`config.mk`:
```
export PLATFORM = sky130hd
export DESIGN_NAME = credit_window_update_queue_top_flat
export DESIGN_NICKNAME = d
export VERILOG_FILES = /design/src/hdl/cwuq_pkg.sv /design/src/hdl/cwuq_req_if.sv /design/src/hdl/cwuq_rsp_if.sv /design/src/hdl/credit_window_update_queue_top.sv /design/src/flat_wrapper.sv
export SDC_FILE = /design/constraint.sdc
export NUM_CORES = 1
export LEC_CHECK = 0
export BUFFER_PORTS_ARGS = -buffer_cell sky130_fd_sc_hd__buf_4
export CAP_MARGIN = 20
export CORE_MARGIN = 3
export CORE_UTILIZATION = 40
export DETAILED_ROUTE_END_ITERATION = 7
export PLACE_DENSITY = 0.53
export RECOVER_POWER = 100
export SLEW_MARGIN = 20
export SYNTH_ARGS = -nofsm -noshare
export SYNTH_HDL_FRONTEND = slang
export SYNTH_SLANG_ARGS = --single-unit
```
`constraint.sdc`:
```
create_clock -name i_clk -period 12.79 [get_ports i_clk]
set_clock_uncertainty 0.15 [all_clocks]
set_input_delay 1.279 -clock i_clk [delete_from_list [all_inputs] [get_ports i_clk]]
set_output_delay 1.279 -clock i_clk [all_outputs]
set_load 0.01 [all_outputs]
```
`src/hdl/cwuq_pkg.sv`:
```
// ============================================================================
// cwuq_pkg
// Shared types, codes and helpers of the credit window update queue.
// ============================================================================
package cwuq_pkg;

    // Default sizes handed to the top level.
    localparam int DEF_QUEUE_DEPTH = 16;
    localparam int DEF_WORD_WIDTH  = 32;

    // Fixed field widths.
    localparam int OP_W     = 3;
    localparam int CREDIT_W = 16;
    localparam int LIMIT_W  = 5;
    localparam int MARK_W   = 4;
    localparam int CFG_IDX_W = 3;
    localparam int CFG_DATA_W = 5;
    localparam int CNT_OUT_W = 5;
    localparam int SQUASH_W = 16;

    // Request operations.
    typedef enum logic [OP_W-1:0] {
        OP_INIT  = 3'd0,
        OP_POST  = 3'd1,
        OP_ACK   = 3'd2,
        OP_START = 3'd3,
        OP_STOP  = 3'd4,
        OP_SEND  = 3'd5,
        OP_CLEAR = 3'd6
    } t_op;

    // Run state as shown on the response.
    typedef enum logic [1:0] {
        RUN_IDLE = 2'd0,
        RUN_EXEC = 2'd1,
        RUN_DEAD = 2'd2
    } t_run;

    // Request handling phase.
    typedef enum logic {
        PH_ACCEPT = 1'b0,
        PH_EXEC   = 1'b1
    } t_phase;

    // Configuration register indexes.
    localparam logic [CFG_IDX_W-1:0] CFG_PIPELINE_MODE = 3'd0;
    localparam logic [CFG_IDX_W-1:0] CFG_QUEUE_LIMIT   = 3'd1;
    localparam logic [CFG_IDX_W-1:0] CFG_ACK_THRESHOLD = 3'd2;
    localparam logic [CFG_IDX_W-1:0] CFG_LOW_MARK      = 3'd3;
    localparam logic [CFG_IDX_W-1:0] CFG_HIGH_MARK     = 3'd4;

    // Configuration reset values.
    localparam logic [LIMIT_W-1:0] RST_QUEUE_LIMIT   = 5'd4;
    localparam logic [LIMIT_W-1:0] RST_ACK_THRESHOLD = 5'd1;

    // Watermark clamped to one below the ack threshold; a zero threshold
    // leaves the mark as it is.
    function automatic logic [LIMIT_W-1:0] eff_mark(input logic [LIMIT_W-1:0] thr,
                                                    input logic [MARK_W-1:0] mark);
        logic [LIMIT_W-1:0] m;
        logic [LIMIT_W-1:0] cap;
        m   = {1'b0, mark};
        cap = thr - 1'b1;
        if (thr == '0) begin
            return m;
        end
        return (m < cap) ? m : cap;
    endfunction

endpackage

```
`src/hdl/cwuq_req_if.sv`:
```
// ============================================================================
// cwuq_req_if
// Request channel of the credit window update queue.
// ============================================================================
interface cwuq_req_if #(
    parameter int WORD_WIDTH = cwuq_pkg::DEF_WORD_WIDTH
);
    logic                          valid;
    logic                          ready;
    logic [cwuq_pkg::OP_W-1:0]     operation;
    logic [WORD_WIDTH-1:0]         update_word;
    logic                          has_changes;
    logic                          is_finish;
    logic                          may_drop;
    logic                          force_push;
    logic [cwuq_pkg::CREDIT_W-1:0] credit_amount;

    modport source (
        output valid, operation, update_word, has_changes, is_finish,
               may_drop, force_push, credit_amount,
        input  ready
    );

    modport sink (
        input  valid, operation, update_word, has_changes, is_finish,
               may_drop, force_push, credit_amount,
        output ready
    );
endinterface

```
`src/hdl/cwuq_rsp_if.sv`:
```
// ============================================================================
// cwuq_rsp_if
// Response channel of the credit window update queue.
// ============================================================================
interface cwuq_rsp_if #(
    parameter int WORD_WIDTH = cwuq_pkg::DEF_WORD_WIDTH
);
    logic                           valid;
    logic                           ready;
    logic                           room_left;
    logic                           out_valid;
    logic [WORD_WIDTH-1:0]          out_word;
    logic                           out_finish;
    logic                           low_event;
    logic                           high_event;
    logic [cwuq_pkg::CNT_OUT_W-1:0] entry_count;
    logic [cwuq_pkg::CREDIT_W-1:0]  credit_level;
    logic [cwuq_pkg::CNT_OUT_W-1:0] peak_count;
    logic [cwuq_pkg::SQUASH_W-1:0]  squash_total;
    logic [1:0]                     run_state;

    modport source (
        output valid, room_left, out_valid, out_word, out_finish, low_event,
               high_event, entry_count, credit_level, peak_count,
               squash_total, run_state,
        input  ready
    );

    modport sink (
        input  valid, room_left, out_valid, out_word, out_finish, low_event,
               high_event, entry_count, credit_level, peak_count,
               squash_total, run_state,
        output ready
    );
endinterface

```
`src/hdl/credit_window_update_queue_top.sv`:
```
// ============================================================================
// credit_window_update_queue_top
// Subscription update queue with credit window flow control.
// ============================================================================
// Usage:
// Requests arrive on i_req (valid/ready); each request carries one operation:
// init, post, ack, start, stop, send slot or clear statistics. Every request
// produces exactly one response on o_rsp with the post result, the emitted
// entry of a send slot, the watermark pulses and the queue statistics.
// The queued entries live in a synchronous memory of QUEUE_DEPTH words. The
// head entry is read at the edge that accepts a request; in the following
// cycle the request is executed against that data, the tail entry is written
// and the response register is loaded. A new request is taken only after the
// previous one has executed, since the head is read from a synchronous memory.
// If the receiver stalls, the response is held and no further request is
// accepted until the response has been taken, but a request is accepted in
// the same cycle that the waiting response leaves.
// Reset empties the queue, clears credit and statistics, puts the block in
// the idle run state and loads the configuration defaults. The memory needs
// no clearing pass: an entry's data is used only after it has been written.
// Configuration is written through i_cfg_we / i_cfg_index / i_cfg_wdata
// while no request is in flight: a rule for the user, unchecked by the block.
// ============================================================================
module credit_window_update_queue_top #(
    parameter int QUEUE_DEPTH = cwuq_pkg::DEF_QUEUE_DEPTH,
    parameter int WORD_WIDTH  = cwuq_pkg::DEF_WORD_WIDTH
) (
    input  logic                              i_clk,
    input  logic                              i_rst_n,
    input  logic                              i_cfg_we,
    input  logic [cwuq_pkg::CFG_IDX_W-1:0]    i_cfg_index,
    input  logic [cwuq_pkg::CFG_DATA_W-1:0]   i_cfg_wdata,
    cwuq_req_if.sink                          i_req,
    cwuq_rsp_if.source                        o_rsp
);

    localparam int PTR_W = (QUEUE_DEPTH > 1) ? $clog2(QUEUE_DEPTH) : 1;
    localparam int CNT_W = $clog2(QUEUE_DEPTH + 1);
    localparam int CMP_W = CNT_W + cwuq_pkg::LIMIT_W;
    localparam int CR_W  = cwuq_pkg::CREDIT_W;

    // Configuration registers.
    logic                            r_pipe;
    logic [cwuq_pkg::LIMIT_W-1:0]    r_limit;
    logic [cwuq_pkg::LIMIT_W-1:0]    r_thr;
    logic [cwuq_pkg::MARK_W-1:0]     r_low_mark;
    logic [cwuq_pkg::MARK_W-1:0]     r_high_mark;

    // Queue state.
    cwuq_pkg::t_phase                r_phase, n_phase;
    logic [PTR_W-1:0]                r_head, n_head;
    logic [PTR_W-1:0]                r_tail, n_tail;
    logic [CNT_W-1:0]                r_count, n_count;
    logic [CR_W-1:0]                 r_credit, n_credit;
    cwuq_pkg::t_run                  r_run, n_run;
    logic                            r_fin, n_fin;
    logic [CNT_W-1:0]                r_peak, n_peak;
    logic [cwuq_pkg::SQUASH_W-1:0]   r_squash, n_squash;

    // Entry memory: finish bit above the data word.
    logic [WORD_WIDTH:0]             r_mem [QUEUE_DEPTH];
    logic [WORD_WIDTH-1:0]           r_rd_word;
    logic                            r_rd_fin;
    logic                            mem_we;
    logic [PTR_W-1:0]                mem_addr;
    logic [WORD_WIDTH:0]             mem_wdata;

    // Latched request.
    cwuq_pkg::t_op                   r_op;
    logic [WORD_WIDTH-1:0]           r_req_word;
    logic                            r_req_chg;
    logic                            r_req_fin;
    logic                            r_req_drop;
    logic                            r_req_force;
    logic [CR_W-1:0]                 r_req_amt;

    // Response register.
    logic                            r_ovalid;
    logic                            r_o_room;
    logic                            r_o_emit;
    logic [WORD_WIDTH-1:0]           r_o_word;
    logic                            r_o_fin;
    logic                            r_o_low;
    logic                            r_o_high;
    logic [CNT_W-1:0]                r_o_count;
    logic [CR_W-1:0]                 r_o_credit;
    logic [CNT_W-1:0]                r_o_peak;
    logic [cwuq_pkg::SQUASH_W-1:0]   r_o_squash;
    cwuq_pkg::t_run                  r_o_run;

    // Next response values.
    logic                            n_room;
    logic                            n_emit;
    logic [WORD_WIDTH-1:0]           n_word;
    logic                            n_ofin;
    logic                            n_low;
    logic                            n_high;
    logic [CNT_W-1:0]                rpt_peak;
    logic [cwuq_pkg::SQUASH_W-1:0]   rpt_squash;

    // Helpers.
    logic                            req_acc;
    logic                            exec;
    logic [PTR_W-1:0]                tail_next;
    logic [PTR_W-1:0]                tail_prev;
    logic [PTR_W-1:0]                head_next;
    logic                            below_limit;
    logic                            full;
    logic                            append_ok;
    logic [CR_W:0]                   credit_sum;
    logic [cwuq_pkg::LIMIT_W-1:0]    eff_low;
    logic [cwuq_pkg::LIMIT_W-1:0]    eff_high;
    logic [CMP_W-1:0]                cnt_ext;
    logic [CMP_W-1:0]                peak_ext;

    assign i_req.ready = (r_phase == cwuq_pkg::PH_ACCEPT) && (!r_ovalid || o_rsp.ready);
    assign req_acc     = i_req.valid && i_req.ready;
    assign exec        = (r_phase == cwuq_pkg::PH_EXEC);

    assign tail_next = (r_tail == PTR_W'(QUEUE_DEPTH - 1)) ? '0 : r_tail + 1'b1;
    assign tail_prev = (r_tail == '0) ? PTR_W'(QUEUE_DEPTH - 1) : r_tail - 1'b1;
    assign head_next = (r_head == PTR_W'(QUEUE_DEPTH - 1)) ? '0 : r_head + 1'b1;

    assign below_limit = {{cwuq_pkg::LIMIT_W{1'b0}}, r_count} < {{CNT_W{1'b0}}, r_limit};
    assign full        = (r_count == CNT_W'(QUEUE_DEPTH));
    assign append_ok   = below_limit || r_req_force || r_req_fin;
    assign credit_sum  = {1'b0, r_credit} + {1'b0, r_req_amt};
    assign eff_low     = cwuq_pkg::eff_mark(r_thr, r_low_mark);
    assign eff_high    = cwuq_pkg::eff_mark(r_thr, r_high_mark);

    // Clear statistics reports the values held before clearing.
    assign rpt_peak   = (r_op == cwuq_pkg::OP_CLEAR) ? r_peak : n_peak;
    assign rpt_squash = (r_op == cwuq_pkg::OP_CLEAR) ? r_squash : n_squash;

    // Configuration writes.
    always_ff @(posedge i_clk) begin
        if (!i_rst_n) begin
            r_pipe      <= 1'b0;
            r_limit     <= cwuq_pkg::RST_QUEUE_LIMIT;
            r_thr       <= cwuq_pkg::RST_ACK_THRESHOLD;
            r_low_mark  <= '0;
            r_high_mark <= '0;
        end else if (i_cfg_we) begin
            unique case (i_cfg_index)
                cwuq_pkg::CFG_PIPELINE_MODE: r_pipe      <= i_cfg_wdata[0];
                cwuq_pkg::CFG_QUEUE_LIMIT:   r_limit     <= i_cfg_wdata;
                cwuq_pkg::CFG_ACK_THRESHOLD: r_thr       <= i_cfg_wdata;
                cwuq_pkg::CFG_LOW_MARK:      r_low_mark  <= i_cfg_wdata[cwuq_pkg::MARK_W-1:0];
                cwuq_pkg::CFG_HIGH_MARK:     r_high_mark <= i_cfg_wdata[cwuq_pkg::MARK_W-1:0];
                default: ;
            endcase
        end
    end

    // Entry memory. The head is read as a request is accepted; writes come
    // only in the execute phase that follows, so a read never meets a write.
    always_ff @(posedge i_clk) begin
        if (mem_we) begin
            r_mem[mem_addr] <= mem_wdata;
        end
        if (req_acc) begin
            {r_rd_fin, r_rd_word} <= r_mem[r_head];
        end
    end

    // Request latch.
    always_ff @(posedge i_clk) begin
        if (req_acc) begin
            r_op        <= cwuq_pkg::t_op'(i_req.operation);
            r_req_word  <= i_req.update_word;
            r_req_chg   <= i_req.has_changes;
            r_req_fin   <= i_req.is_finish;
            r_req_drop  <= i_req.may_drop;
            r_req_force <= i_req.force_push;
            r_req_amt   <= i_req.credit_amount;
        end
    end

    // Control state.
    always_ff @(posedge i_clk) begin
        if (!i_rst_n) begin
            r_phase  <= cwuq_pkg::PH_ACCEPT;
            r_head   <= '0;
            r_tail   <= '0;
            r_count  <= '0;
            r_credit <= '0;
            r_run    <= cwuq_pkg::RUN_IDLE;
            r_fin    <= 1'b0;
            r_peak   <= '0;
            r_squash <= '0;
            r_ovalid <= 1'b0;
        end else begin
            r_phase  <= n_phase;
            r_head   <= n_head;
            r_tail   <= n_tail;
            r_count  <= n_count;
            r_credit <= n_credit;
            r_run    <= n_run;
            r_fin    <= n_fin;
            r_peak   <= n_peak;
            r_squash <= n_squash;
            if (exec) begin
                r_ovalid <= 1'b1;
            end else if (o_rsp.ready) begin
                r_ovalid <= 1'b0;
            end
        end
    end

    // Response payload.
    always_ff @(posedge i_clk) begin
        if (exec) begin
            r_o_room   <= n_room;
            r_o_emit   <= n_emit;
            r_o_word   <= n_word;
            r_o_fin    <= n_ofin;
            r_o_low    <= n_low;
            r_o_high   <= n_high;
            r_o_count  <= n_count;
            r_o_credit <= n_credit;
            r_o_peak   <= rpt_peak;
            r_o_squash <= rpt_squash;
            r_o_run    <= n_run;
        end
    end

    // Next state: the latched request is executed in the cycle after it
    // is accepted, with the head entry available from the memory.
    always_comb begin
        n_phase   = r_phase;
        n_head    = r_head;
        n_tail    = r_tail;
        n_count   = r_count;
        n_credit  = r_credit;
        n_run     = r_run;
        n_fin     = r_fin;
        n_peak    = r_peak;
        n_squash  = r_squash;
        mem_we    = 1'b0;
        mem_addr  = r_tail;
        mem_wdata = {r_req_fin, r_req_word};
        n_room    = 1'b0;
        n_emit    = 1'b0;
        n_word    = '0;
        n_ofin    = 1'b0;
        n_low     = 1'b0;
        n_high    = 1'b0;

        unique case (r_phase)
            cwuq_pkg::PH_ACCEPT: begin
                if (req_acc) begin
                    n_phase = cwuq_pkg::PH_EXEC;
                end
            end
            cwuq_pkg::PH_EXEC: begin
                n_phase = cwuq_pkg::PH_ACCEPT;
                unique case (r_op)
                    cwuq_pkg::OP_INIT: begin
                        n_head   = '0;
                        n_tail   = '0;
                        n_count  = '0;
                        n_fin    = 1'b0;
                        n_run    = cwuq_pkg::RUN_IDLE;
                        n_peak   = '0;
                        n_squash = '0;
                        n_credit = r_req_amt;
                    end
                    cwuq_pkg::OP_POST: begin
                        if (!r_fin) begin
                            if (r_req_chg || r_req_fin) begin
                                if (append_ok) begin
                                    mem_we = 1'b1;
                                    if (full) begin
                                        // Storage is full: the tail entry is replaced.
                                        mem_addr = tail_prev;
                                        if (r_squash != '1) begin
                                            n_squash = r_squash + 1'b1;
                                        end
                                    end else begin
                                        mem_addr = r_tail;
                                        n_tail   = tail_next;
                                        n_count  = r_count + 1'b1;
                                        if (r_peak < n_count) begin
                                            n_peak = n_count;
                                        end
                                    end
                                    n_fin = r_req_fin;
                                end else if (!r_req_drop && r_count != '0) begin
                                    mem_we    = 1'b1;
                                    mem_addr  = tail_prev;
                                    mem_wdata = {1'b0, r_req_word};
                                    if (r_squash != '1) begin
                                        n_squash = r_squash + 1'b1;
                                    end
                                end
                            end
                            n_room = ({{cwuq_pkg::LIMIT_W{1'b0}}, n_count}
                                      < {{CNT_W{1'b0}}, r_limit}) && !n_fin;
                        end
                    end
                    cwuq_pkg::OP_ACK: begin
                        if (r_run != cwuq_pkg::RUN_DEAD && r_pipe) begin
                            n_credit = credit_sum[CR_W] ? '1 : credit_sum[CR_W-1:0];
                            n_high   = (n_credit > {{(CR_W - cwuq_pkg::LIMIT_W){1'b0}}, eff_high})
                                       && !r_fin;
                        end
                    end
                    cwuq_pkg::OP_START: begin
                        if (r_run != cwuq_pkg::RUN_DEAD) begin
                            n_run = cwuq_pkg::RUN_EXEC;
                        end
                    end
                    cwuq_pkg::OP_STOP: begin
                        if (r_run != cwuq_pkg::RUN_DEAD) begin
                            n_run = cwuq_pkg::RUN_IDLE;
                        end
                    end
                    cwuq_pkg::OP_SEND: begin
                        if (r_run == cwuq_pkg::RUN_EXEC && r_count != '0 &&
                            (!r_pipe || r_credit != '0 || r_fin)) begin
                            n_emit  = 1'b1;
                            n_word  = r_rd_word;
                            n_ofin  = r_rd_fin;
                            n_head  = head_next;
                            n_count = r_count - 1'b1;
                            if (r_rd_fin) begin
                                n_run = cwuq_pkg::RUN_DEAD;
                            end else if (r_pipe && r_credit != '0) begin
                                n_credit = r_credit - 1'b1;
                                n_low    = n_credit
                                           <= {{(CR_W - cwuq_pkg::LIMIT_W){1'b0}}, eff_low};
                            end
                        end
                    end
                    cwuq_pkg::OP_CLEAR: begin
                        n_peak   = '0;
                        n_squash = '0;
                    end
                    default: ;
                endcase
            end
            default: ;
        endcase
    end

    // Counts leave on fixed 5-bit fields.
    assign cnt_ext  = {{cwuq_pkg::LIMIT_W{1'b0}}, r_o_count};
    assign peak_ext = {{cwuq_pkg::LIMIT_W{1'b0}}, r_o_peak};

    assign o_rsp.valid        = r_ovalid;
    assign o_rsp.room_left    = r_o_room;
    assign o_rsp.out_valid    = r_o_emit;
    assign o_rsp.out_word     = r_o_word;
    assign o_rsp.out_finish   = r_o_fin;
    assign o_rsp.low_event    = r_o_low;
    assign o_rsp.high_event   = r_o_high;
    assign o_rsp.entry_count  = cnt_ext[cwuq_pkg::CNT_OUT_W-1:0];
    assign o_rsp.credit_level = r_o_credit;
    assign o_rsp.peak_count   = peak_ext[cwuq_pkg::CNT_OUT_W-1:0];
    assign o_rsp.squash_total = r_o_squash;
    assign o_rsp.run_state    = r_o_run;

endmodule

```
`src/flat_wrapper.sv`:
```
// flat-port wrapper written by rule: the top's interface ports become plain ports
module credit_window_update_queue_top_flat 
#(
    parameter int QUEUE_DEPTH = cwuq_pkg::DEF_QUEUE_DEPTH,
    parameter int WORD_WIDTH  = cwuq_pkg::DEF_WORD_WIDTH
)
  (i_clk, i_rst_n, i_cfg_we, i_cfg_index, i_cfg_wdata, i_req_valid, i_req_operation, i_req_update_word, i_req_has_changes, i_req_is_finish, i_req_may_drop, i_req_force_push, i_req_credit_amount, i_req_ready, o_rsp_valid, o_rsp_room_left, o_rsp_out_valid, o_rsp_out_word, o_rsp_out_finish, o_rsp_low_event, o_rsp_high_event, o_rsp_entry_count, o_rsp_credit_level, o_rsp_peak_count, o_rsp_squash_total, o_rsp_run_state, o_rsp_ready);
  cwuq_req_if #(.WORD_WIDTH(WORD_WIDTH)) i_req_i ();
  cwuq_rsp_if #(.WORD_WIDTH(WORD_WIDTH)) o_rsp_i ();
  input  logic i_clk;
  input  logic i_rst_n;
  input  logic i_cfg_we;
  input  logic [cwuq_pkg::CFG_IDX_W-1:0] i_cfg_index;
  input  logic [cwuq_pkg::CFG_DATA_W-1:0] i_cfg_wdata;
  input wire logic [$bits(i_req_i.valid)-1:0] i_req_valid;
  input wire logic [$bits(i_req_i.operation)-1:0] i_req_operation;
  input wire logic [$bits(i_req_i.update_word)-1:0] i_req_update_word;
  input wire logic [$bits(i_req_i.has_changes)-1:0] i_req_has_changes;
  input wire logic [$bits(i_req_i.is_finish)-1:0] i_req_is_finish;
  input wire logic [$bits(i_req_i.may_drop)-1:0] i_req_may_drop;
  input wire logic [$bits(i_req_i.force_push)-1:0] i_req_force_push;
  input wire logic [$bits(i_req_i.credit_amount)-1:0] i_req_credit_amount;
  output wire logic [$bits(i_req_i.ready)-1:0] i_req_ready;
  output wire logic [$bits(o_rsp_i.valid)-1:0] o_rsp_valid;
  output wire logic [$bits(o_rsp_i.room_left)-1:0] o_rsp_room_left;
  output wire logic [$bits(o_rsp_i.out_valid)-1:0] o_rsp_out_valid;
  output wire logic [$bits(o_rsp_i.out_word)-1:0] o_rsp_out_word;
  output wire logic [$bits(o_rsp_i.out_finish)-1:0] o_rsp_out_finish;
  output wire logic [$bits(o_rsp_i.low_event)-1:0] o_rsp_low_event;
  output wire logic [$bits(o_rsp_i.high_event)-1:0] o_rsp_high_event;
  output wire logic [$bits(o_rsp_i.entry_count)-1:0] o_rsp_entry_count;
  output wire logic [$bits(o_rsp_i.credit_level)-1:0] o_rsp_credit_level;
  output wire logic [$bits(o_rsp_i.peak_count)-1:0] o_rsp_peak_count;
  output wire logic [$bits(o_rsp_i.squash_total)-1:0] o_rsp_squash_total;
  output wire logic [$bits(o_rsp_i.run_state)-1:0] o_rsp_run_state;
  input wire logic [$bits(o_rsp_i.ready)-1:0] o_rsp_ready;
  assign i_req_i.valid = i_req_valid;
  assign i_req_i.operation = i_req_operation;
  assign i_req_i.update_word = i_req_update_word;
  assign i_req_i.has_changes = i_req_has_changes;
  assign i_req_i.is_finish = i_req_is_finish;
  assign i_req_i.may_drop = i_req_may_drop;
  assign i_req_i.force_push = i_req_force_push;
  assign i_req_i.credit_amount = i_req_credit_amount;
  assign i_req_ready = i_req_i.ready;
  assign o_rsp_valid = o_rsp_i.valid;
  assign o_rsp_room_left = o_rsp_i.room_left;
  assign o_rsp_out_valid = o_rsp_i.out_valid;
  assign o_rsp_out_word = o_rsp_i.out_word;
  assign o_rsp_out_finish = o_rsp_i.out_finish;
  assign o_rsp_low_event = o_rsp_i.low_event;
  assign o_rsp_high_event = o_rsp_i.high_event;
  assign o_rsp_entry_count = o_rsp_i.entry_count;
  assign o_rsp_credit_level = o_rsp_i.credit_level;
  assign o_rsp_peak_count = o_rsp_i.peak_count;
  assign o_rsp_squash_total = o_rsp_i.squash_total;
  assign o_rsp_run_state = o_rsp_i.run_state;
  assign o_rsp_i.ready = o_rsp_ready;
  credit_window_update_queue_top #(.QUEUE_DEPTH(QUEUE_DEPTH), .WORD_WIDTH(WORD_WIDTH)) u_core (.i_clk(i_clk), .i_rst_n(i_rst_n), .i_cfg_we(i_cfg_we), .i_cfg_index(i_cfg_index), .i_cfg_wdata(i_cfg_wdata), .i_req(i_req_i), .o_rsp(o_rsp_i));
endmodule
```
Word-level counts from Yosys, hierarchy flattened
Memories as Yosys holds them, arrays and structs flattened. A register that Yosys moved wholly into a read port is not among the register bits.
Index checks and enable logic that the tools add are counted.
W data, S select, Z words.
{"block": "classes", "addsub": 9, "n_mul": 0, "magnitude_cmp": 7, "eq_ne": 21, "reduce_logical": 42, "bitwise_logic": 5, "shift": 0, "div": 0, "muxes": 90}
{"operator": "$mux W16", "count": 14}
{"operator": "$mux W33", "count": 6}
{"operator": "$mux W5", "count": 22}
{"operator": "$mux W4", "count": 15}
{"operator": "$pmux W16 S3", "count": 1}
{"operator": "$pmux W16 S2", "count": 1}
{"operator": "$mux W1", "count": 19}
{"operator": "$add A16 B16 Y17", "count": 1}
{"operator": "$add A16 B1 Y16 const B", "count": 1}
{"operator": "$gt A16 B5 Y1", "count": 1}
{"operator": "$le A16 B5 Y1", "count": 1}
{"operator": "$ne A16 B16 Y1 const B", "count": 1}
{"operator": "$pmux W4 S2", "count": 2}
{"operator": "$reduce_and A2 Y1", "count": 8}
{"operator": "$reduce_bool A16 Y1", "count": 1}
{"operator": "$sub A16 B1 Y16 const B", "count": 1}
{"operator": "$lt A5 B5 Y1", "count": 3}
{"operator": "$pmux W5 S3", "count": 1}
{"operator": "$eq A3 B2 Y1 const B", "count": 4}
{"operator": "$eq A3 B3 Y1 const B", "count": 4}
{"operator": "$lt A4 B5 Y1", "count": 2}
{"operator": "$mux W2", "count": 5}
{"operator": "$pmux W5 S2", "count": 1}
{"operator": "$sub A5 B1 Y5 const B", "count": 2}
{"operator": "24 further kinds", "count": 57}
{"block": "word_totals", "mem_bits_rw": 528, "rom_bits": 0, "word_cells": 208, "latchBits": 0, "reg_bits": 210, "memories": 1, "output_inout_bits": 83}
{"memory": "u_core.r_mem", "words": 16, "width": 33, "rd": 1, "rd_ports_with_merged_regs": 1, "write_ports": 1, "line": "credit_window_update_queue_top.sv:61", "rtl": "logic [WORD_WIDTH:0] r_mem [QUEUE_DEPTH];"}

Longest topological paths before layout
Gate-level depths: netlist of the first run.
{"block": "logic_depth", "depth_word": 11, "mapped_depth": 19, "depth_no_buf": 19}

Worst setup path before layout of the first run
Ideal clock, no wire load.
{"block": "synth_path", "path_kind": "reg-to-reg", "from": "register u_core.r_phase, in the netlist u_core.exec", "to": "memory u_core.r_mem[0][0] (netlist bit), enable pin", "path_buffers": 2, "slack_ns": 7.511, "synth_period_minus_slack_ns": 5.279, "required_ns": 12.217, "arrival_ns": 4.706, "setup_ns": 0.423, "path_stages_with_launch": 8, "path_cell_list": "dfxtp_1 clkbuf_1 nand2b_1 nor2_1 clkbuf_1 and4_1 a211oi_2 nor2_1"}
{"block": "synth_via", "elab_chain_cells": 3, "word_cells_on_any_way": 4, "classes_between": "4 x mux"}
{"item": "start, declared", "line": "credit_window_update_queue_top.sv:50", "rtl": "cwuq_pkg::t_phase r_phase, n_phase;"}
{"item": "start signal, assigned", "line": "credit_window_update_queue_top.sv:182", "rtl": "r_phase <= cwuq_pkg::PH_ACCEPT;"}
{"item": "start signal, assigned", "line": "credit_window_update_queue_top.sv:193", "rtl": "r_phase <= n_phase;"}
{"item": "$mux W1", "line": "credit_window_update_queue_top.sv:249", "rtl": "unique case (r_phase)"}
{"item": "$mux W1", "line": "credit_window_update_queue_top.sv:158", "rtl": "if (mem_we) begin"}
{"item": "$mux W1 (not written as such)", "line": "credit_window_update_queue_top.sv:159", "rtl": "r_mem[mem_addr] <= mem_wdata;"}
{"item": "end, declared", "line": "credit_window_update_queue_top.sv:61"}
Several ways; a longest one is shown, not always the timed one.

Final worst setup path of the first run
{"block": "layout_path", "from": "register u_core.r_phase, in the netlist u_core.exec", "to": "register u_core.r_tail[1]"}
{"block": "layout_via", "elab_chain_cells": 1}
{"item": "$reduce_and A6 Y1 (no source line)"}
{"item": "end signal, assigned", "line": "credit_window_update_queue_top.sv:195", "rtl": "r_tail <= n_tail;"}
{"item": "end, declared", "line": "credit_window_update_queue_top.sv:52", "rtl": "logic [PTR_W-1:0] r_tail, n_tail;"}
Every way passes these cells.
A chain may end at the register's enable or synchronous reset.

==> impl_metrics.tcl, run 1 <==
set metrics [dict create \
    dieHeight_um 288.1 \
    total_power_mw 5.473 \
    start_util 0.4076 \
    hpwl_um 43490 \
    max_freq_mhz 135.7 \
    critPathLaunchType "flip-flop" \
    final_cell_mix "edfxtp_1 (697), mux4_2 (165), clkbuf_1 (139)" \
    grt_pass1_wl_um 113500 \
    gp_congestion 0.8816 \
    min_period_ns 7.368 \
    ir_drop_uv 97.41 \
    synth_area_um2 31840 \
    grt_max_degree 60 \
    ys_seq_area_frac 0.7039 \
    maxSlewHeadroom -1.428 \
    core.rowCount 102 \
    dr_total_vias 17658 \
    final_common_cell "edfxtp_1" \
    synthToLayoutAreaGrowth_pct 15.28 \
    clock_sinks 771 \
    hp-class "flip-flop to flip-flop" \
    io_pins 151 \
    drtIter0Drc 1450 \
    final_max_slew_viol_count 898 \
    ctsHoldBuffers 0 \
    ys_ff_latch 771 \
    cts-root-buf "clkbuf_16" \
    coreArea_um2 78100 \
    outcome "finished, violations left" \
    arrival_ns 7.64 \
    num_antenna_cells 0 \
    antenna_found_initial 1 \
    hold_ws_ns 0.3377 \
    violations "capacitance limit, slew limit" \
    post_cts_resized 0 \
    syn_avg_cell_area_um2 17.04 \
    cts_made_buffers 85 \
    setup_viol 0 \
    synth_ff_type "edfxtp_1" \
    die_x_um 288.1 \
    grt_pass1_vias 18040 \
    syn_inst 1868 \
    portBuffers 150 \
    hold_viol 0 \
    antenna_left 0 \
    synth_edf_count 697 \
    fillCellCount 6793 \
    fin_setup_tns_ns 0 \
    cp-end-kind "flip-flop" \
    grt_setup_unrepaired "false" \
    cts_tree "yes" \
    cp_max_fo 51 \
    postSynth.asyncResetShare 0 \
    synth_warnings 0 \
    clk_pin_slew_worst_paths_ns 0.06 \
    gr-usage-all-layers 0.1827 \
    vias_per_cell 5.574 \
    fin_crit_sh 0.5760 \
    cts_setup_buffers 0 \
    drc_errors 0 \
    synth.distinct_cells 76 \
    insertion_delay_ns 0.64 \
    avgRoutedWirePerCell_um 23.75 \
    drive_gt1_frac 0.1809 \
    dr.pass1.iters 7 \
    maxCapViolations 27 \
    fin_nets 2178 \
    cts_max_path_buffers 3 \
    die-area_um2 83010 \
    powerDensity_nw_per_um2 149.1 \
    final_cells 3168 \
    routed_wl_um 75230 \
    path_class "flip-flop to flip-flop" \
    tightest_slew_ns 3.642 \
    final_core_util 0.4699 \
    grt_overflow 0 \
    critPathRequiredTime_ns 13.07 \
    htreeDepth 3 \
    place_inst 3011 \
    power_leakage_nw 11.66 \
]
layout make-up:
cell class | instances | area, um2 | area share
clock buffers | 102 | 2242 | 0.06109
clock inverters | 55 | 668.1 | 0.01821
inverters | 33 | 123.9 | 0.003375
multi-input cells | 977 | 8997 | 0.2452
flip-flops and latches | 771 | 22410 | 0.6107
well taps | 1040 | 1301 | 0.03546
repair buffers | 190 | 953.4 | 0.02598
through the flow:
step / area (um2) / setup slack, ns
final: 36700 / 5.422
after global routing: 36700 / 4.479
after CTS: 37260 / 8.225
after detailed placement: 34350 / 8.242
after global placement: 34350 / 8.243
after floorplan: 31840 / 7.511
logic make-up (layout without fill, tap and decap cells):
group,count (synthesis),after routing,synth area share
AOI/OAI and AO/OA,311,311,0.06520
other,1,2,0.0001178
buffers and inverters,121,380,0.01537
muxes,185,185,0.1231
DFF,771,771,0.7039
adders and majority gates,52,52,0.02067
xor gates and xnor gates,25,25,0.006878
and+or+nand+nor,402,402,0.06469
worst max-delay path, stage by stage, from the launching register on:
cell and delay (ns):
dfxtp_1 0.41, clkbuf_1 2.49, clkbuf_1 1.87, o21ai_0 0.75, nor2_1 0.30, clkbuf_1 0.55
o21ai_0 0.32, a32oi_1 0.24, nor2_1 0.06
layer usage:
metal	wire (um)	share of wire	GRT usage
met1	33520	0.45	0.2555
met2	35770	0.48	0.2946
met3	4201	0.056	0.03120
met4	1742	0.023	0.05560
met5	0	0	0
registers in the layout, summed over array words and instances (netlist names), 16 cells and up:
name and count:
u_core.r_credit 16, u_core.r_req_amt 16, u_core.o_rsp.credit_level 16, u_core.r_mem 528, u_core.r_squash 16, u_core.o_rsp.squash_total 16, u_core.o_rsp.out_word 32, u_core.r_rd_word 32
u_core.r_req_word 32
Yosys cell counts (all sizes together), types with 13 or more instances:
cell type / instances / area share
a211oi: 17 / 0.0042
a21o: 13 / 0.0031
a21oi: 68 / 0.011
a31oi: 37 / 0.0073
and2: 61 / 0.012
buf: 20 / 0.0035
clkbuf: 68 / 0.0080
dfxtp: 74 / 0.047
edfxtp: 697 / 0.66
ha: 51 / 0.020
inv: 33 / 0.0039
mux2i: 17 / 0.0053
mux4: 165 / 0.12
nand2: 87 / 0.010
nand2b: 15 / 0.0029
nand3: 29 / 0.0046
nor2: 100 / 0.012
nor3: 28 / 0.0044
o21ai: 69 / 0.011
xnor2: 13 / 0.0036
final timing paths:
kind	startpoint	to	slack (ns)	cells past startpoint
worst min register to register	u_core.r_squash[5]	u_core.r_squash[5]	0.34	1
worst min-delay path	u_core.r_squash[5]	u_core.r_squash[5]	0.34	1
worst max-delay path	u_core.exec	u_core.r_tail[1]	5.42	8
worst max register to register	u_core.exec	u_core.r_tail[1]	5.42	8
power breakdown:
part | switching [mW] | total, mW | internal, mW | leakage [nW]
logic | 0.0885 | 0.136 | 0.0471 | 3.30
registers | 0.0391 | 2.82 | 2.78 | 6.96
clock network | 1.01 | 2.52 | 1.50 | 1.41
total | 1.14 | 5.47 | 4.34 | 11.7
Note: power is estimated with default switching activity, not from simulation.
==> run 2, diff against run 1 <==
==> constraint.sdc (replaced) <==
create_clock -name i_clk -period 7.3 [get_ports i_clk]
set_clock_uncertainty 0.15 [all_clocks]
set_input_delay 0.73 -clock i_clk [delete_from_list [all_inputs] [get_ports i_clk]]
set_output_delay 0.73 -clock i_clk [all_outputs]
set_load 0.01 [all_outputs]
==> impl_metrics.tcl, run 2 (synthesized netlist as in run 1, its figures left out) <==
set metrics [dict create \
    wl_met1_um 33090 \
    total_power_mw 9.711 \
    cts_made_buffers 84 \
    holdPathEnd "u_core.r_req_word[25]" \
    top_register "u_core.r_mem" \
    cpLargestDelayFamily "compound AO/OA/AOI/OAI gates" \
    dr.pass1.iters 5 \
    worstHoldStart "i_req_update_word[25]" \
    clk_pin_slew_worst_paths_ns 0.06 \
    num_antenna_cells 0 \
    grt_pass1_vias 18168 \
    r2r_cells 10 \
    routed_wl_um 75440 \
    dieHeight_um 288.1 \
    dr_total_vias 17615 \
    fin_setup_tns_ns 0 \
    gp_congestion 0.8814 \
    r2r-start "u_core.r_count[1]" \
    path_cells "ha_1 -> a21o_1 -> a21o_1 -> a21o_1 -> a2111oi_0 -> clkbuf_1 -> a21boi_0 -> o21ai_0 -> nor2_4 -> clkbuf_2" \
    final_cells 3166 \
    cts_setup_buffers 0 \
    synthToLayoutAreaGrowth_pct 15.69 \
    insertion_delay_ns 0.64 \
    cp_max_fo 34 \
    cp.buffers_inverters 2 \
    critPathRequiredTime_ns 7.32 \
    path_common_cell "a21o_1" \
    hold_ws_ns 0.1351 \
    tightest_slew_ns 3.629 \
    routed-wl-met3_um 3597 \
    crit_slowest_cell "o21ai_0" \
    grt_setup_unrepaired "false" \
    violations "capacitance limit, slew limit" \
    r2r_slack_ns 1.52 \
    setup_viol 0 \
    grt_max_degree 60 \
    hold_depth 1 \
    r2r-end "u_core.r_mem[3][1]" \
    slowest_delay_ns 1.12 \
    cts_max_path_buffers 3 \
    avgRoutedWirePerCell_um 23.83 \
    dpl_worst_slack_ns 2.724 \
    hp-class "input port to flip-flop" \
    die_x_um 288.1 \
    ctsHoldBuffers 0 \
    dr_wl_met2_um 36830 \
    clock_sinks 771 \
    coreArea_um2 78100 \
    antenna_found_initial 1 \
    cp-startpoint "u_core.r_count[1]" \
    grt_overflow 0 \
    gr-usage-all-layers 0.1831 \
    power_leakage_nw 11.78 \
    maxSlewHeadroom -1.419 \
    powerDensity_nw_per_um2 263.6 \
    ir_drop_uv 172.4 \
    post_cts_resized 0 \
    hold_viol 0 \
    htreeDepth 3 \
    placed_area_um2 34340 \
    maxCapViolations 6 \
    final_common_cell "edfxtp_1" \
    final_area_um2 36830 \
    grt_pass1_wl_um 113800 \
    drtIter0Drc 1493 \
    drc_errors 0 \
    cp-end-kind "flip-flop" \
    min_period_ns 5.783 \
    setup_ws_ns 1.517 \
    outcome "finished, violations left" \
    final_cell_mix "edfxtp_1 (697), mux4_2 (165), clkbuf_1 (120)" \
    fin_nets 2176 \
    max_freq_mhz 172.9 \
    final_max_slew_viol_count 245 \
    drive_gt1_frac 0.1905 \
    cts-root-buf "clkbuf_16" \
    cts_tree "yes" \
    final_core_util 0.4716 \
    path_class "flip-flop to flip-flop" \
    start_util 0.4076 \
    io_pins 151 \
    vias_per_cell 5.564 \
    place_inst 3010 \
    core.rowCount 102 \
    arrival_ns 5.80 \
    antenna_left 0 \
    largest_register_ffs 528 \
    dr.max_layer_used "met4" \
    critPathLaunchType "flip-flop" \
    portBuffers 150 \
    die-area_um2 83010 \
    hpwl_um 44070 \
    fin_crit_sh 0.7922 \
]
==> run 2: worst max path at each step <==
stage | to | cells after the start
2_1_floorplan | u_core.r_mem[0][0] | 7
3_3_place_gp | u_core.o_rsp.high_event | 17
3_5_place_dp | u_core.o_rsp.high_event | 18
4_1_cts | u_core.o_rsp.high_event | 18
5_1_grt | u_core.r_mem[3][2] | 10
6_report | u_core.r_mem[3][1] | 10
==> run 2: area by class of cell <==
type | count | area [um2]
clock inverter | 50 | 763.2
fill | 6728 | 41270
clock buffer | 106 | 2226
sequential | 771 | 22410
inverter | 33 | 123.9
tap | 1040 | 1301
multi-input combinational | 977 | 8989
timing repair buffer | 189 | 1016
==> run 2: worst register-to-register path, stage by stage (launching register included) <==
cell and delay, ns:
dfxtp_1 0.47, ha_1 0.28, a21o_1 0.16, a21o_1 0.22, a21o_1 0.20, a2111oi_0 0.40, clkbuf_1 1.10, a21boi_0 0.23
o21ai_0 1.12, nor2_4 0.31, clkbuf_2 0.66
==> run 2: power breakdown <==
| part | internal [mW] | total, mW | leakage [nW] | switching [mW] |
|---|---|---|---|---|
| Clock | 2.75 | 4.53 | 1.43 | 1.77 |
| Combinational | 0.0839 | 0.240 | 3.40 | 0.156 |
| Sequential | 4.87 | 4.94 | 6.96 | 0.0679 |
| Total | 7.71 | 9.71 | 11.8 | 2.00 |
==> run 2: routing by layer <==
metal  up-vias  global-route usage
met4         0             0.05243
met5         -                   0
met1      9083              0.2535
li1       7915                   -
met3       117             0.02708
met2       500              0.3029
==> run 3, diff against run 2 <==
--- a/config.mk
+++ b/config.mk
@@ -10,7 +10,7 @@
 export CORE_MARGIN = 3
 export CORE_UTILIZATION = 40
 export DETAILED_ROUTE_END_ITERATION = 7
-export PLACE_DENSITY = 0.53
+export PLACE_DENSITY = 0.55
 export RECOVER_POWER = 100
 export SLEW_MARGIN = 20
 export SYNTH_ARGS = -nofsm -noshare
==> constraint.sdc (replaced) <==
create_clock -name i_clk -period 4.6 [get_ports i_clk]
set_clock_uncertainty 0.15 [all_clocks]
set_input_delay 0.46 -clock i_clk [delete_from_list [all_inputs] [get_ports i_clk]]
set_output_delay 0.46 -clock i_clk [all_outputs]
set_load 0.01 [all_outputs]
==> impl_metrics.tcl, run 3 (synthesized netlist as in run 1, its figures left out) <==
set metrics [dict create \
    insertion_delay_ns 0.62 \
    path_common_cell "o21a_1" \
    fin_crit_sh 0.9659 \
    drtIter0Drc 1518 \
    maxSlewHeadroom -0.5840 \
    r2r-end "u_core.o_rsp.high_event" \
    total_power_mw 14.78 \
    synthToLayoutAreaGrowth_pct 17.30 \
    violations "capacitance limit, slew limit" \
    clk_pin_slew_worst_paths_ns 0.06 \
    worstHoldStart "o_rsp_ready" \
    grt_pass1_vias 18493 \
    drive_gt1_frac 0.1904 \
    antenna_found_initial 3 \
    ir_drop_uv 280.7 \
    outcome "finished, violations left" \
    core.rowCount 102 \
    powerDensity_nw_per_um2 395.9 \
    top_register "u_core.r_mem" \
    io_pins 151 \
    hold_depth 4 \
    cts_tree "yes" \
    start_util 0.4076 \
    cts_max_path_buffers 3 \
    r2r-start "u_core.r_req_amt[0]" \
    gr-usage-all-layers 0.1879 \
    avgRoutedWirePerCell_um 24.06 \
    clock_sinks 771 \
    num_antenna_cells 0 \
    cpLargestDelayFamily "compound AO/OA/AOI/OAI gates" \
    cts-root-buf "clkbuf_16" \
    holdPathEnd "u_core.o_rsp.valid" \
    critPathLaunchType "flip-flop" \
    final_common_cell "edfxtp_1" \
    die_x_um 288.1 \
    place_inst 3029 \
    cp.buffers_inverters 0 \
    coreArea_um2 78100 \
    dieHeight_um 288.1 \
    hpwl_um 45220 \
    gp_congestion 0.8728 \
    htreeDepth 3 \
    crit_slowest_cell "or4b_1" \
    arrival_ns 4.67 \
    setup_viol 0 \
    dr_total_vias 18047 \
    cp_max_fo 3 \
    drc_errors 0 \
    slowest_delay_ns 0.48 \
    final_core_util 0.4781 \
    final_cells 3241 \
    final_max_slew_viol_count 210 \
    largest_register_ffs 528 \
    hold_viol 0 \
    max_freq_mhz 225.1 \
    maxCapViolations 5 \
    hp-class "input port to flip-flop" \
    setup_ws_ns 0.1568 \
    dpl_worst_slack_ns 0.1410 \
    routed_wl_um 77970 \
    die-area_um2 83010 \
    path_class "flip-flop to flip-flop" \
    tightest_slew_ns 2.376 \
    r2r_slack_ns 0.16 \
    final_cell_mix "edfxtp_1 (697), mux4_2 (165), clkbuf_1 (126)" \
    critPathRequiredTime_ns 4.83 \
    cp-end-kind "flip-flop" \
    grt_overflow 0 \
    antenna_left 0 \
    final_area_um2 37340 \
    vias_per_cell 5.568 \
    cts_made_buffers 83 \
    power_leakage_nw 11.97 \
    r2r_cells 16 \
    grt_max_degree 67 \
    portBuffers 150 \
    min_period_ns 4.443 \
    dr.pass1.iters 5 \
    grt_pass1_wl_um 117000 \
    fin_nets 2255 \
    placed_area_um2 34640 \
    path_cells "ha_1 -> fa_1 -> nand3_1 -> a211oi_1 -> o211ai_1 -> a32oi_2 -> or2_2 -> ha_1 -> nor2b_1 -> o21a_1 -> o21a_1 -> o21a_1 -> o22ai_2 -> nand4_1 -> or4b_1 -> o31a_1" \
]
run 3: changes by cell type in the layout (fill, tap and decap cells not counted), moves of 5 or more:
cell and delta:
and2_0 +10, and2_1 -9, bufinv_16 -10, clkbuf_1 +6, clkbuf_2 -5, clkbuf_4 +7
clkinv_2 +10, dlygate4sd3_1 +61
run 3: metrics by stage:
stage	TNS, ns	hold slack, ns
floorplan	0	0.2971
CTS	0	0.03527
global route	-0.007843	0.05528
finish	0	0.06528
global placement	0	0.3149
detailed placement	0	0.3313
run 3: routing by layer:
| metal | wire length (um) | part of all wire | up-vias | GRT usage |
|---|---|---|---|---|
| li1 | - | - | 8075 | - |
| met1 | 33900 | 0.43 | 9317 | 0.2595 |
| met2 | 38490 | 0.49 | 567 | 0.3140 |
| met3 | 4294 | 0.055 | 88 | 0.02803 |
| met4 | 1285 | 0.016 | 0 | 0.04851 |
| met5 | 0 | 0 | - | 0 |
run 3: worst min-delay path: stages:
cell and delay (ns):
buf_4 0.11, inv_1 0.05, a21oi_1 0.10, nor2_1 0.09
run 3: final cells by class:
cell class                 count  area, um2
clock buffer                 102       2190
multi-input combinational    977       9055
fill                        6742      40760
timing repair buffer         269       1774
tap                         1040       1301
sequential                   771      22420
clock inverter                49      478.0
inverter                      33      123.9
run 3: worst max path at each step:
stage	start	end	slack (ns)	cells after the start
floorplan	u_core.exec	u_core.r_mem[0][0]	0.17	7
global placement	u_core.r_req_amt[0]	u_core.o_rsp.high_event	0.16	16
detailed placement	u_core.r_req_amt[0]	u_core.o_rsp.high_event	0.14	16
CTS	u_core.r_req_amt[0]	u_core.o_rsp.high_event	0.12	16
global route	u_core.r_req_amt[0]	u_core.o_rsp.high_event	-0.008	16
finish	u_core.r_req_amt[0]	u_core.o_rsp.high_event	0.16	16
run 3: repair_timing:
action | CTS | global route
resized for setup | 0 | 3
buffers inserted | 0 | 0
setup endpoints to repair | 0 | 1
hold buffers | 61 | 0
endpoints found under the hold margin | 75 | 0
run 3: report_power, final:
part           internal, mW  leakage, nW  switching, mW
logic                 0.168         3.71          0.260
registers              7.74         6.96          0.108
clock network          3.75         1.30           2.76
